## src/hw/rtl/websocket_frame_deframer_unit_defines.svh

```systemverilog
// Assertion macros used by the deframer queue.
`ifndef WEBSOCKET_FRAME_DEFRAMER_UNIT_DEFINES_SVH
`define WEBSOCKET_FRAME_DEFRAMER_UNIT_DEFINES_SVH

// Antecedent implies consequent in the same cycle.
`define WSFD_ASSERT_IMPL(label, clk, rst_n, ante, cons) \
    label: assert property (@(posedge clk) disable iff (!rst_n) (ante) |-> (cons)) \
        else $error("wsfd assertion failed");

// Antecedent implies consequent in the next cycle.
`define WSFD_ASSERT_NEXT(label, clk, rst_n, ante, cons) \
    label: assert property (@(posedge clk) disable iff (!rst_n) (ante) |=> (cons)) \
        else $error("wsfd assertion failed");

`endif

```

## src/hw/rtl/wsfd_pkg.sv

```systemverilog
// Types and constants shared by the WebSocket deframer modules.
package wsfd_pkg;

    localparam int LENGTH_BITS_DEF = 64;
    localparam int QUEUE_DEPTH_DEF = 4;

    localparam logic [3:0] OPC_TEXT  = 4'h1;
    localparam logic [6:0] LEN_EXT16 = 7'd126;
    localparam logic [6:0] LEN_EXT64 = 7'd127;

    typedef enum logic [2:0] {
        PH_HDR1 = 3'd0,
        PH_HDR2 = 3'd1,
        PH_EXT  = 3'd2,
        PH_MASK = 3'd3,
        PH_DATA = 3'd4
    } t_phase;

    typedef enum logic [1:0] {
        KIND_TEXT  = 2'd0,
        KIND_EMPTY = 2'd1,
        KIND_UNSUP = 2'd2
    } t_kind;

    // One pending result: the back end applies the key byte to the data byte.
    typedef struct packed {
        logic [7:0] data;
        logic [7:0] key;
        logic       last;
        t_kind      kind;
        logic       fin;
    } t_cmd;

    typedef struct packed {
        logic full;
        logic empty;
    } t_qstat;

endpackage

```

## src/hw/rtl/wsfd_front.sv

```systemverilog
// Header parser: tracks the frame phase and queues one command per result.
module wsfd_front import wsfd_pkg::*; #(
    parameter int LENGTH_BITS = LENGTH_BITS_DEF
) (
    input  logic       i_clk,
    input  logic       i_rst_n,
    input  logic       i_accept,
    input  logic [7:0] i_rx_byte,
    output logic       o_push,
    output t_cmd       o_cmd
);

    t_phase                 r_phase, n_phase;
    logic [3:0]             r_opcode, n_opcode;
    logic                   r_fin, n_fin;
    logic                   r_masked, n_masked;
    logic [LENGTH_BITS-1:0] r_len, n_len;
    logic [2:0]             r_cnt, n_cnt;
    logic [31:0]            r_key, n_key;
    logic [1:0]             r_pos, n_pos;

    logic [6:0]             len7;
    logic [LENGTH_BITS-1:0] ext_len;
    logic [LENGTH_BITS-1:0] done_len;
    logic                   done;
    logic [7:0]             key_byte;
    logic                   data_last;
    logic                   emit;
    t_cmd                   cmd;

    assign len7      = i_rx_byte[6:0];
    assign ext_len   = {r_len[LENGTH_BITS-9:0], i_rx_byte};
    assign key_byte  = r_key[{~r_pos, 3'b000} +: 8];
    assign data_last = (r_len == LENGTH_BITS'(1));

    always_ff @(posedge i_clk) begin
        if (!i_rst_n) begin
            r_phase  <= PH_HDR1;
            r_opcode <= '0;
            r_fin    <= 1'b0;
            r_masked <= 1'b0;
            r_len    <= '0;
            r_cnt    <= '0;
            r_key    <= '0;
            r_pos    <= '0;
        end else if (i_accept) begin
            r_phase  <= n_phase;
            r_opcode <= n_opcode;
            r_fin    <= n_fin;
            r_masked <= n_masked;
            r_len    <= n_len;
            r_cnt    <= n_cnt;
            r_key    <= n_key;
            r_pos    <= n_pos;
        end
    end

    always_comb begin
        n_phase  = r_phase;
        n_opcode = r_opcode;
        n_fin    = r_fin;
        n_masked = r_masked;
        n_len    = r_len;
        n_cnt    = r_cnt;
        n_key    = r_key;
        n_pos    = r_pos;
        done     = 1'b0;
        done_len = r_len;
        emit     = 1'b0;
        cmd      = '{data: 8'd0, key: 8'd0, last: 1'b1, kind: KIND_UNSUP, fin: r_fin};

        case (r_phase)
            PH_HDR2: begin
                n_masked = i_rx_byte[7];
                n_key    = '0;
                n_pos    = '0;
                n_len    = '0;
                if (len7 == LEN_EXT16) begin
                    n_cnt   = 3'd1;
                    n_phase = PH_EXT;
                end else if (len7 == LEN_EXT64) begin
                    n_cnt   = 3'd7;
                    n_phase = PH_EXT;
                end else begin
                    n_len = LENGTH_BITS'(len7);
                    if (i_rx_byte[7]) begin
                        n_cnt   = 3'd3;
                        n_phase = PH_MASK;
                    end else begin
                        done     = 1'b1;
                        done_len = LENGTH_BITS'(len7);
                    end
                end
            end
            PH_EXT: begin
                n_len = ext_len;
                if (r_cnt != 3'd0) begin
                    n_cnt = r_cnt - 3'd1;
                end else if (r_masked) begin
                    n_cnt   = 3'd3;
                    n_phase = PH_MASK;
                end else begin
                    done     = 1'b1;
                    done_len = ext_len;
                end
            end
            PH_MASK: begin
                n_key = {r_key[23:0], i_rx_byte};
                if (r_cnt != 3'd0) begin
                    n_cnt = r_cnt - 3'd1;
                end else begin
                    done = 1'b1;
                end
            end
            PH_DATA: begin
                n_pos = r_pos + 2'd1;
                n_len = r_len - LENGTH_BITS'(1);
                if (data_last) begin
                    n_phase = PH_HDR1;
                end
                if (r_opcode == OPC_TEXT) begin
                    emit     = 1'b1;
                    cmd.data = i_rx_byte;
                    cmd.key  = key_byte;
                    cmd.last = data_last;
                    cmd.kind = KIND_TEXT;
                end else begin
                    emit = data_last;
                end
            end
            default: begin
                n_fin    = i_rx_byte[7];
                n_opcode = i_rx_byte[3:0];
                n_cnt    = '0;
                n_phase  = PH_HDR2;
            end
        endcase

        // Header complete: an empty frame ends here with its single result; otherwise the payload follows.
        if (done) begin
            if (done_len == '0) begin
                n_phase  = PH_HDR1;
                emit     = 1'b1;
                cmd.kind = (r_opcode == OPC_TEXT) ? KIND_EMPTY : KIND_UNSUP;
            end else begin
                n_phase = PH_DATA;
            end
        end
    end

    assign o_push = i_accept && emit;
    assign o_cmd  = cmd;

endmodule

```

## src/hw/rtl/wsfd_queue.sv

```systemverilog
// Short command queue between the parser and the output stage.
`include "websocket_frame_deframer_unit_defines.svh"

module wsfd_queue import wsfd_pkg::*; #(
    parameter int DEPTH = QUEUE_DEPTH_DEF
) (
    input  logic   i_clk,
    input  logic   i_rst_n,
    input  logic   i_push,
    input  t_cmd   i_cmd,
    input  logic   i_pop,
    output t_cmd   o_cmd,
    output t_qstat o_stat
);

    localparam int PTR_W = (DEPTH > 1) ? $clog2(DEPTH) : 1;
    localparam int CNT_W = $clog2(DEPTH + 1);

    t_cmd             r_mem [DEPTH];
    logic [PTR_W-1:0] r_wr, n_wr;
    logic [PTR_W-1:0] r_rd, n_rd;
    logic [CNT_W-1:0] r_cnt, n_cnt;
    logic             full;
    logic             empty;
    logic             push;
    logic             pop;

    assign full  = (r_cnt == CNT_W'(DEPTH));
    assign empty = (r_cnt == '0);
    assign push  = i_push && !full;
    assign pop   = i_pop && !empty;

    always_comb begin
        n_wr  = r_wr;
        n_rd  = r_rd;
        n_cnt = r_cnt;
        if (push) begin
            n_wr = (r_wr == PTR_W'(DEPTH - 1)) ? '0 : r_wr + 1'b1;
        end
        if (pop) begin
            n_rd = (r_rd == PTR_W'(DEPTH - 1)) ? '0 : r_rd + 1'b1;
        end
        if (push && !pop) begin
            n_cnt = r_cnt + 1'b1;
        end else if (pop && !push) begin
            n_cnt = r_cnt - 1'b1;
        end
    end

    always_ff @(posedge i_clk) begin
        if (!i_rst_n) begin
            r_wr  <= '0;
            r_rd  <= '0;
            r_cnt <= '0;
        end else begin
            r_wr  <= n_wr;
            r_rd  <= n_rd;
            r_cnt <= n_cnt;
        end
    end

    always_ff @(posedge i_clk) begin
        if (push) begin
            r_mem[r_wr] <= i_cmd;
        end
    end

    assign o_cmd        = r_mem[r_rd];
    assign o_stat.full  = full;
    assign o_stat.empty = empty;

    `WSFD_ASSERT_IMPL(a_cnt_bound, i_clk, i_rst_n, 1'b1, r_cnt <= CNT_W'(DEPTH))
    `WSFD_ASSERT_NEXT(a_cnt_grow, i_clk, i_rst_n, push && !pop, r_cnt == $past(r_cnt) + 1'b1)
    `WSFD_ASSERT_NEXT(a_empty_hold, i_clk, i_rst_n, empty && !i_push, r_cnt == '0)
    `WSFD_ASSERT_IMPL(a_ptr_track, i_clk, i_rst_n, empty || full, r_wr == r_rd)

endmodule

```

## src/hw/rtl/wsfd_back.sv

```systemverilog
// Output stage: unmasks the queued byte and holds the result beat.
module wsfd_back import wsfd_pkg::*; (
    input  logic       i_clk,
    input  logic       i_rst_n,
    input  t_cmd       i_cmd,
    input  t_qstat     i_stat,
    output logic       o_pop,
    input  logic       i_ready,
    output logic       o_valid,
    output logic [7:0] o_payload_byte,
    output logic       o_last_byte,
    output logic [1:0] o_kind,
    output logic       o_fin_flag
);

    logic       r_valid;
    logic [7:0] r_byte;
    logic       r_last;
    t_kind      r_kind;
    logic       r_fin;
    logic       load;

    // Advance when the queue holds a command and the output register is free or being drained.
    assign load = !i_stat.empty && (!r_valid || i_ready);

    always_ff @(posedge i_clk) begin
        if (!i_rst_n) begin
            r_valid <= 1'b0;
        end else if (load) begin
            r_valid <= 1'b1;
        end else if (i_ready) begin
            r_valid <= 1'b0;
        end
    end

    always_ff @(posedge i_clk) begin
        if (load) begin
            r_byte <= i_cmd.data ^ i_cmd.key;
            r_last <= i_cmd.last;
            r_kind <= i_cmd.kind;
            r_fin  <= i_cmd.fin;
        end
    end

    assign o_pop          = load;
    assign o_valid        = r_valid;
    assign o_payload_byte = r_byte;
    assign o_last_byte    = r_last;
    assign o_kind         = r_kind;
    assign o_fin_flag     = r_fin;

endmodule

```

## src/hw/rtl/websocket_frame_deframer_unit.sv

```systemverilog
// A byte that produces a result is written into the queue when accepted, then loaded into the
// output register, which holds it on the outputs until it is taken.
// Throughput: one byte per cycle while the queue is not full, set by the header parser and
// its payload length down-counter; a QUEUE_DEPTH-entry queue absorbs output stalls.
// Reset (synchronous, active low) returns the parser to the first header byte,
// empties the queue and drops any pending output beat.
module websocket_frame_deframer_unit import wsfd_pkg::*; #(
    parameter int LENGTH_BITS = LENGTH_BITS_DEF,
    parameter int QUEUE_DEPTH = QUEUE_DEPTH_DEF
) (
    input  logic       i_clk,
    input  logic       i_rst_n,
    input  logic       i_in_valid,
    output logic       o_in_ready,
    input  logic [7:0] i_rx_byte,
    output logic       o_out_valid,
    input  logic       i_out_ready,
    output logic [7:0] o_payload_byte,
    output logic       o_last_byte,
    output logic [1:0] o_kind,
    output logic       o_fin_flag
);

    logic   accept;
    logic   push;
    logic   pop;
    t_cmd   push_cmd;
    t_cmd   head_cmd;
    t_qstat qstat;

    assign o_in_ready = !qstat.full;
    assign accept     = i_in_valid && !qstat.full;

    wsfd_front #(
        .LENGTH_BITS(LENGTH_BITS)
    ) u_front (
        .i_clk     (i_clk),
        .i_rst_n   (i_rst_n),
        .i_accept  (accept),
        .i_rx_byte (i_rx_byte),
        .o_push    (push),
        .o_cmd     (push_cmd)
    );

    wsfd_queue #(
        .DEPTH(QUEUE_DEPTH)
    ) u_queue (
        .i_clk   (i_clk),
        .i_rst_n (i_rst_n),
        .i_push  (push),
        .i_cmd   (push_cmd),
        .i_pop   (pop),
        .o_cmd   (head_cmd),
        .o_stat  (qstat)
    );

    wsfd_back u_back (
        .i_clk          (i_clk),
        .i_rst_n        (i_rst_n),
        .i_cmd          (head_cmd),
        .i_stat         (qstat),
        .o_pop          (pop),
        .i_ready        (i_out_ready),
        .o_valid        (o_out_valid),
        .o_payload_byte (o_payload_byte),
        .o_last_byte    (o_last_byte),
        .o_kind         (o_kind),
        .o_fin_flag     (o_fin_flag)
    );

endmodule
```

## config.mk

```make
export PLATFORM = sky130hd
export DESIGN_NAME = websocket_frame_deframer_unit
export DESIGN_NICKNAME = d
export VERILOG_FILES = /design/src/hw/rtl/wsfd_pkg.sv /design/src/hw/rtl/wsfd_front.sv /design/src/hw/rtl/wsfd_queue.sv /design/src/hw/rtl/wsfd_back.sv /design/src/hw/rtl/websocket_frame_deframer_unit.sv
export VERILOG_INCLUDE_DIRS = /design/src /design/src/hw/rtl
export SDC_FILE = /design/constraint.sdc
export NUM_CORES = 1
export LEC_CHECK = 0
export ABC_AREA = 0
export BUFFER_PORTS_ARGS = -buffer_cell sky130_fd_sc_hd__buf_2
export CAP_MARGIN = 40
export CORE_MARGIN = 10
export CORE_UTILIZATION = 40
export DETAILED_ROUTE_END_ITERATION = 6
export MAX_ROUTING_LAYER = met4
export PLACE_DENSITY = 0.58
export SETUP_SLACK_MARGIN = 0.15
export SYNTH_ARGS = -nofsm -noshare
export SYNTH_HDL_FRONTEND = slang
export SYNTH_SLANG_ARGS = --single-unit
```

## constraint.sdc

```tcl
create_clock -name i_clk -period 6.45 [get_ports i_clk]
set_clock_uncertainty 0.2 [all_clocks]
set_input_delay 0.3225 -clock i_clk [delete_from_list [all_inputs] [get_ports i_clk]]
set_output_delay 0.3225 -clock i_clk [all_outputs]
set_load 0.01 [all_outputs]
```

## Word-level counts from Yosys, hierarchy flattened

Memories as Yosys holds them, arrays and structs flattened. A register that Yosys moved wholly into a read port is not among the register bits.
Cells that the tools add are included.

- Bits of input ports: 12
- Register bits after elaboration: 130
- Latch bits: 0
- Logic and storage cells: 128
- Bits in read-only memories: 0
- Memories: 1
- RAM bits: 80
- Output and inout port bits: 14

- Bitwise gates (word level): 4
- Multiply operators: 0
- Reduce and logical (&&, ||, !) cells: 29
- Multiplexer cells: 51
- Shifts and indexed selects: 1
- Magnitude comparators: 0
- $add $sub $neg: 7
- Equality and inequality tests: 19
- Div/mod/pow operators: 0

Memories:

| name | depth | width | rd ports | clocked after memory_dff | write ports | RTL line | RTL |
|---|---|---|---|---|---|---|---|
| u_queue.r_mem | 4 | 20 | 1 | 1 | 1 | wsfd_queue.sv:19 | `t_cmd r_mem [DEPTH];` |

Operator list:

| kind | number |
|---|---|
| two-way mux 64 bit | 6 |
| case mux 64 bit (3 select lines) | 1 |
| case mux 64 bit (2 select lines) | 1 |
| == test 64 x 1 -> 1 bit, second input constant | 1 |
| zero test 64 bit | 1 |
| case mux 32 bit (2 select lines) | 1 |
| subtractor 64 x 1 -> 64 bit, second input constant | 1 |
| two-way mux 3 bit | 14 |
| two-way mux 19 bit | 2 |
| indexed part select 32 x 6 -> 8 bit | 1 |
| case mux 3 bit (4 select lines) | 2 |
| == test 7 bit, second input constant | 2 |
| two-way mux 1 bit | 14 |
| two-way mux 2 bit | 7 |
| AND reduction 2 bit | 5 |
| inequality test 3 x 1 -> 1 bit, second input constant | 3 |
| nonzero test 2 bit | 4 |
| bitwise XOR 8 bit | 1 |
| logical AND 1 bit | 7 |
| two-way mux 7 bit | 1 |
| adder 2 x 1 -> 2 bit, second input constant | 3 |
| == test 3 x 2 -> 1 bit, second input constant | 2 |
| == test 3 bit, second input constant | 2 |
| AND reduction 6 bit | 1 |
| 19 further kinds | 28 |

## Logic depth before layout (Yosys ltp)

- Word-level depth: 13
- Mapped depth: 15
- Mapped depth without buffers: 15

## By module

Synthesis repeated with hierarchy kept, for this count alone.

- Cell total of the unflattened synthesis: 1041
- Area, all modules: 10323.7 um^2

By module, submodules not included:

| module | area each (um^2) | instances | sequential area each (um^2) | cells each |
|---|---|---|---|---|
| wsfd_front | 6466.2 | 1 | 2202.1 | 858 |
| wsfd_queue | 3373.2 | 1 | 2582.5 | 157 |
| wsfd_back | 474.2 | 1 | 380.4 | 24 |
| websocket_frame_deframer_unit | 10.0 | 1 | 0.0 | 2 |

## Worst setup path after synthesis

OpenSTA, ideal clock, no wires.

- Path kind: flip-flop to flip-flop
- Start point: register u_front.r_len[49]
- End point: register u_queue.r_cnt[2]
- Setup slack: 2.826 ns
- Period minus slack after synthesis: 3.624 ns
- Required time: 6.180 ns
- Path buffers: 0
- Data arrival time: 3.354 ns
- Setup time: 0.070 ns
- Stages on the path, launching flop included: 13
- Cell sequence: dfxtp_1 -> or4_4 -> nor4b_2 -> nand3_1 -> nor3_2 -> a31oi_1 -> o31ai_4 -> ha_1 -> inv_1 -> fa_1 -> xor2_1 -> or3_1 -> a21oi_1

- Cells in the longest elaborated chain, start to end: 12
- Elaborated cells on any way between the ends: 19
- Those cells by class: 1 x eq/ne; 11 x mux; 7 x reduce/logical

Ends and longest elaborated chain:

| element | RTL line | RTL |
|---|---|---|
| from (decl) | wsfd_front.sv:17 | `logic [LENGTH_BITS-1:0] r_len, n_len;` |
| from (signal assigned) | wsfd_front.sv:51 | `r_len <= n_len;` |
| two-way mux 64 bit | wsfd_front.sv:86 | `if (i_rx_byte[7]) begin` |
| two-way mux 64 bit | wsfd_front.sv:81 | `end else if (len7 == LEN_EXT64) begin` |
| two-way mux 64 bit | wsfd_front.sv:78 | `if (len7 == LEN_EXT16) begin` |
| case mux 64 bit (2 select lines) | wsfd_front.sv:72 | `case (r_phase)` |
| zero test 64 bit | wsfd_front.sv:141 | `if (done_len == '0) begin` |
| two-way mux 1 bit | wsfd_front.sv:141 |  |
| two-way mux 1 bit * | wsfd_front.sv:140 | `if (done) begin` |
| logical AND 1 bit * | wsfd_front.sv:151 | `assign o_push = i_accept && emit;` |
| logical AND 1 bit * | wsfd_queue.sv:30 | `assign push = i_push && !full;` |
| net u_queue.push | wsfd_queue.sv:25 | `logic push;` |
| zero test 1 bit | wsfd_queue.sv:45 | `end else if (pop && !push) begin` |
| logical AND 1 bit | wsfd_queue.sv:45 |  |
| nonzero test 2 bit (no source line) | -- |  |
| to (signal assigned) | wsfd_queue.sv:58 | `r_cnt <= n_cnt;` |
| to (decl) | wsfd_queue.sv:22 | `logic [CNT_W-1:0] r_cnt, n_cnt;` |

Mark *: on every way through the listed nets, which the timed path passes. The rest lies on a longest branch.
A chain may end at the register's enable or synchronous reset.

## Final worst setup path

Same ends and word-level chain as after synthesis.

==> results.md <==
* Outcome: finished clean
* Commonest non-fill, non-tap cell in the layout: nor2_1
* Final Max Tran Viols at 0
* Crit end category: register
* Die Span X at 179 um
* Rows at 58
* Syn Nets at 1030
* Switching share of power at 36.2%
* Initial antenna violation count at 0
* Layout Nets at 1041
* # diodes at 0
* Clock group share of total power at 28.9%
* Required @ worst endpoint at 6.69 ns
* Synthesized area at 10100 um2
* Internal power at 0.00281 W
* Max clock buf depth at 3
* Min cycle time layout at 4.16 ns
* Crit path DAT at 4.41 ns
* DRT antenna net count at 0
* Synth area leader: edfxtp_1
* CTS hold repair buffers at 6
* Post-CTS resize count at 0
* Clock Latency Late Sink at 0.52 ns
* Clock buffer count from CTS at 24
* Leakage at 4.02 nW
* # clock sinks at 212
* Max Clk Rate at 0.240 GHz
* Vias at 7748
* Power Density at 386 nW/um2
* Die height at 179 um
* CTS tree: built
* Mapped Cells at 1006
* Most frequent cells in the layout: nor2_1 (127), dfxtp_1 (120), edfxtp_1 (92)
* Sequential Power Share at 37.6%
* Post-synth EDFFs at 92
* Final core utilization at 45.6%
* Share of layout cells above drive strength 1 at 11.7%
* Area Growth Syn to Fin at 12.6%
* FF/Latch Area at 5160 um2
* Vias in the first global route at 7307
* Synth top area share at 27.3%
* HPWL after DPL at 16.1 mm
* Setup Buffers After CTS at 0
* Tot GR Track Use at 15.5%
* Root buf cell: clkbuf_16
* Most used DFF post-synth: dfxtp_1
* Post-synthesis sequential element count at 212
* Largest net degree at the start of global routing at 62
* Drt pass-1 iters at 5
* RSZ-0062 raised after global routing: no
* Syn Area/Cell at 10.1 um2
* Die area at 32100 um2
* P_sw at 0.00159 W
* DRC at 0
* GPL Wtd Cong at 0.839
* Starting density of the core at 40.4%
* CP Launch Type: register
* Multi-input logic area at 4660 um2
* First-pass GRT wire length at 39.5 mm
* Final setup TNS at 0 ns
* Vias per cell at 5.68
* Htree depth at 1
* Crit path max fanout at 7
* Synth warnings at 0
* Port buffer count at 25
* Gate power share at 33.5%
* I/O pins at 26
* Max Cap Viol at 0
* CP Class: register to register
* Core ar. at 25000 um2
* Filler Cells Inserted at 2369
* Global route total overflow at 0
* Final Cycle Share at 64.6%
* Synth cell types at 73
* Async SR Flop Fraction at 0%
* Max-slew headroom at the worst pin at 41.3%
* Clk pin slew, worst setup/hold paths at 0.06 ns
* Finish-stage setup viols at 0
* Routed len/inst at 18.0 um
* Min-Delay Path Class: primary input to register
* Initial DRC count at 710
* Sequential share of the synthesized area at 51.0%
* Final wirelength at 24.5 mm
* Synth area leaders: edfxtp_1 (27%), dfxtp_1 (24%), nor2_1 (4.7%)
* Max IR drop VDD at 0.262 mV
* Fin. Hold Viols at 0
* Least-Margin Pin Slew at 0.879 ns
## state kept, by name, summed over array words and instances (netlist names), 3 cells and up, named ones only
name,cells
u_front.r_len,64
u_queue.r_mem,80
u_front.r_key,32
u_front.r_cnt,3
u_queue.r_cnt,3
u_front.r_opcode,4
u_back.o_payload_byte,8
u_front.r_phase,3
## power groups by stage
stage / Sequential, W / Clock (W) / Combinational (W)
3_3_place_gp: 0.00169 / 0 / 0.00144
3_5_place_dp: 0.00168 / 0 / 0.00146
2_1_floorplan: 0.00165 / 0 / 0.00111
6_report: 0.00165 / 0.00127 / 0.00147
4_1_cts: 0.00166 / 0.00131 / 0.00147
5_1_grt: 0.00167 / 0.00136 / 0.00163
## through the flow
| step | cells | instance area, um2 | total power, W | hold slack (ns) | setup WS (ns) |
|---|---|---|---|---|---|
| after floorplan | 1006 | 10100 | 0.00277 | 0.250 | 2.83 |
| after global placement | 1307 | 10500 | 0.00313 | 0.262 | 2.46 |
| after detailed placement | 1315 | 10600 | 0.00314 | 0.266 | 2.36 |
| after CTS | 1363 | 11400 | 0.00444 | 0.0104 | 2.32 |
| after global routing | 1363 | 11400 | 0.00467 | 0.0180 | 2.05 |
| final | 1363 | 11400 | 0.00440 | 0.0217 | 2.29 |
## critical path, stage by stage (launching register included)
cell and delay [ns]:
dfxtp_1 0.36, or4_4 0.59, nor4b_2 0.50, nand3_1 0.23, nor3_2 0.30, a31oi_1 0.21, o31ai_4 0.39, ha_1 0.26
inv_1 0.06, fa_1 0.37, xor2_1 0.17, or3_1 0.30, a21oi_1 0.13
## synthesized netlist by cell type (all sizes together), types with 9 or more instances
cell type / instances
edfxtp: 92
nand2: 76
ha: 11
or4: 9
a22oi: 52
a21oi: 73
and3: 13
dfxtp: 120
nand3: 12
or3: 11
o21ai: 61
a221oi: 10
mux2i: 13
clkbuf: 56
nor2: 128
mux4: 20
inv: 15
xor2: 45
nor3: 44
and2: 24
nor4: 15
## area by class of cell
type | count | area share, %
multi-input cells | 714 | 40.9
clock inverters | 13 | 0.878
repair buffers | 49 | 3.21
clock buffers | 29 | 5.61
well taps | 330 | 3.62
inverters | 16 | 0.538
flip-flops and latches | 212 | 45.3
## routing by layer
layer	track usage (%)	vias to the layer above	share of wire (%)
li1	-	3761	-
met1	20.7	3759	47
met2	24.4	182	46
met3	2.13	46	4.4
met4	4.17	0	2.0
met5	-	-	0
## logic make-up (layout without fill, tap and decap cells)
group	after synthesis	after routing	share of synthesized area, %
simple gates	364	364	18.1
compound gates	258	258	16.4
flops	212	212	51.0
buf+inv	80	107	3.19
xor+xnor	46	46	3.98
mux	34	34	5.84
fa+ha+maj	12	12	1.56
## worst paths after layout
check	slack (ns)	cells past startpoint	endpoint	from
setup / recovery	2.29	12	u_queue.r_cnt[2]	u_front.r_len[49]
hold / removal	0.02	3	u_front.r_masked	i_rx_byte[7]
setup reg to reg	2.29	12	u_queue.r_cnt[2]	u_front.r_len[49]
hold reg to reg	0.27	2	u_back.o_valid	u_back.o_valid
Power figures use the tool's default switching activity.
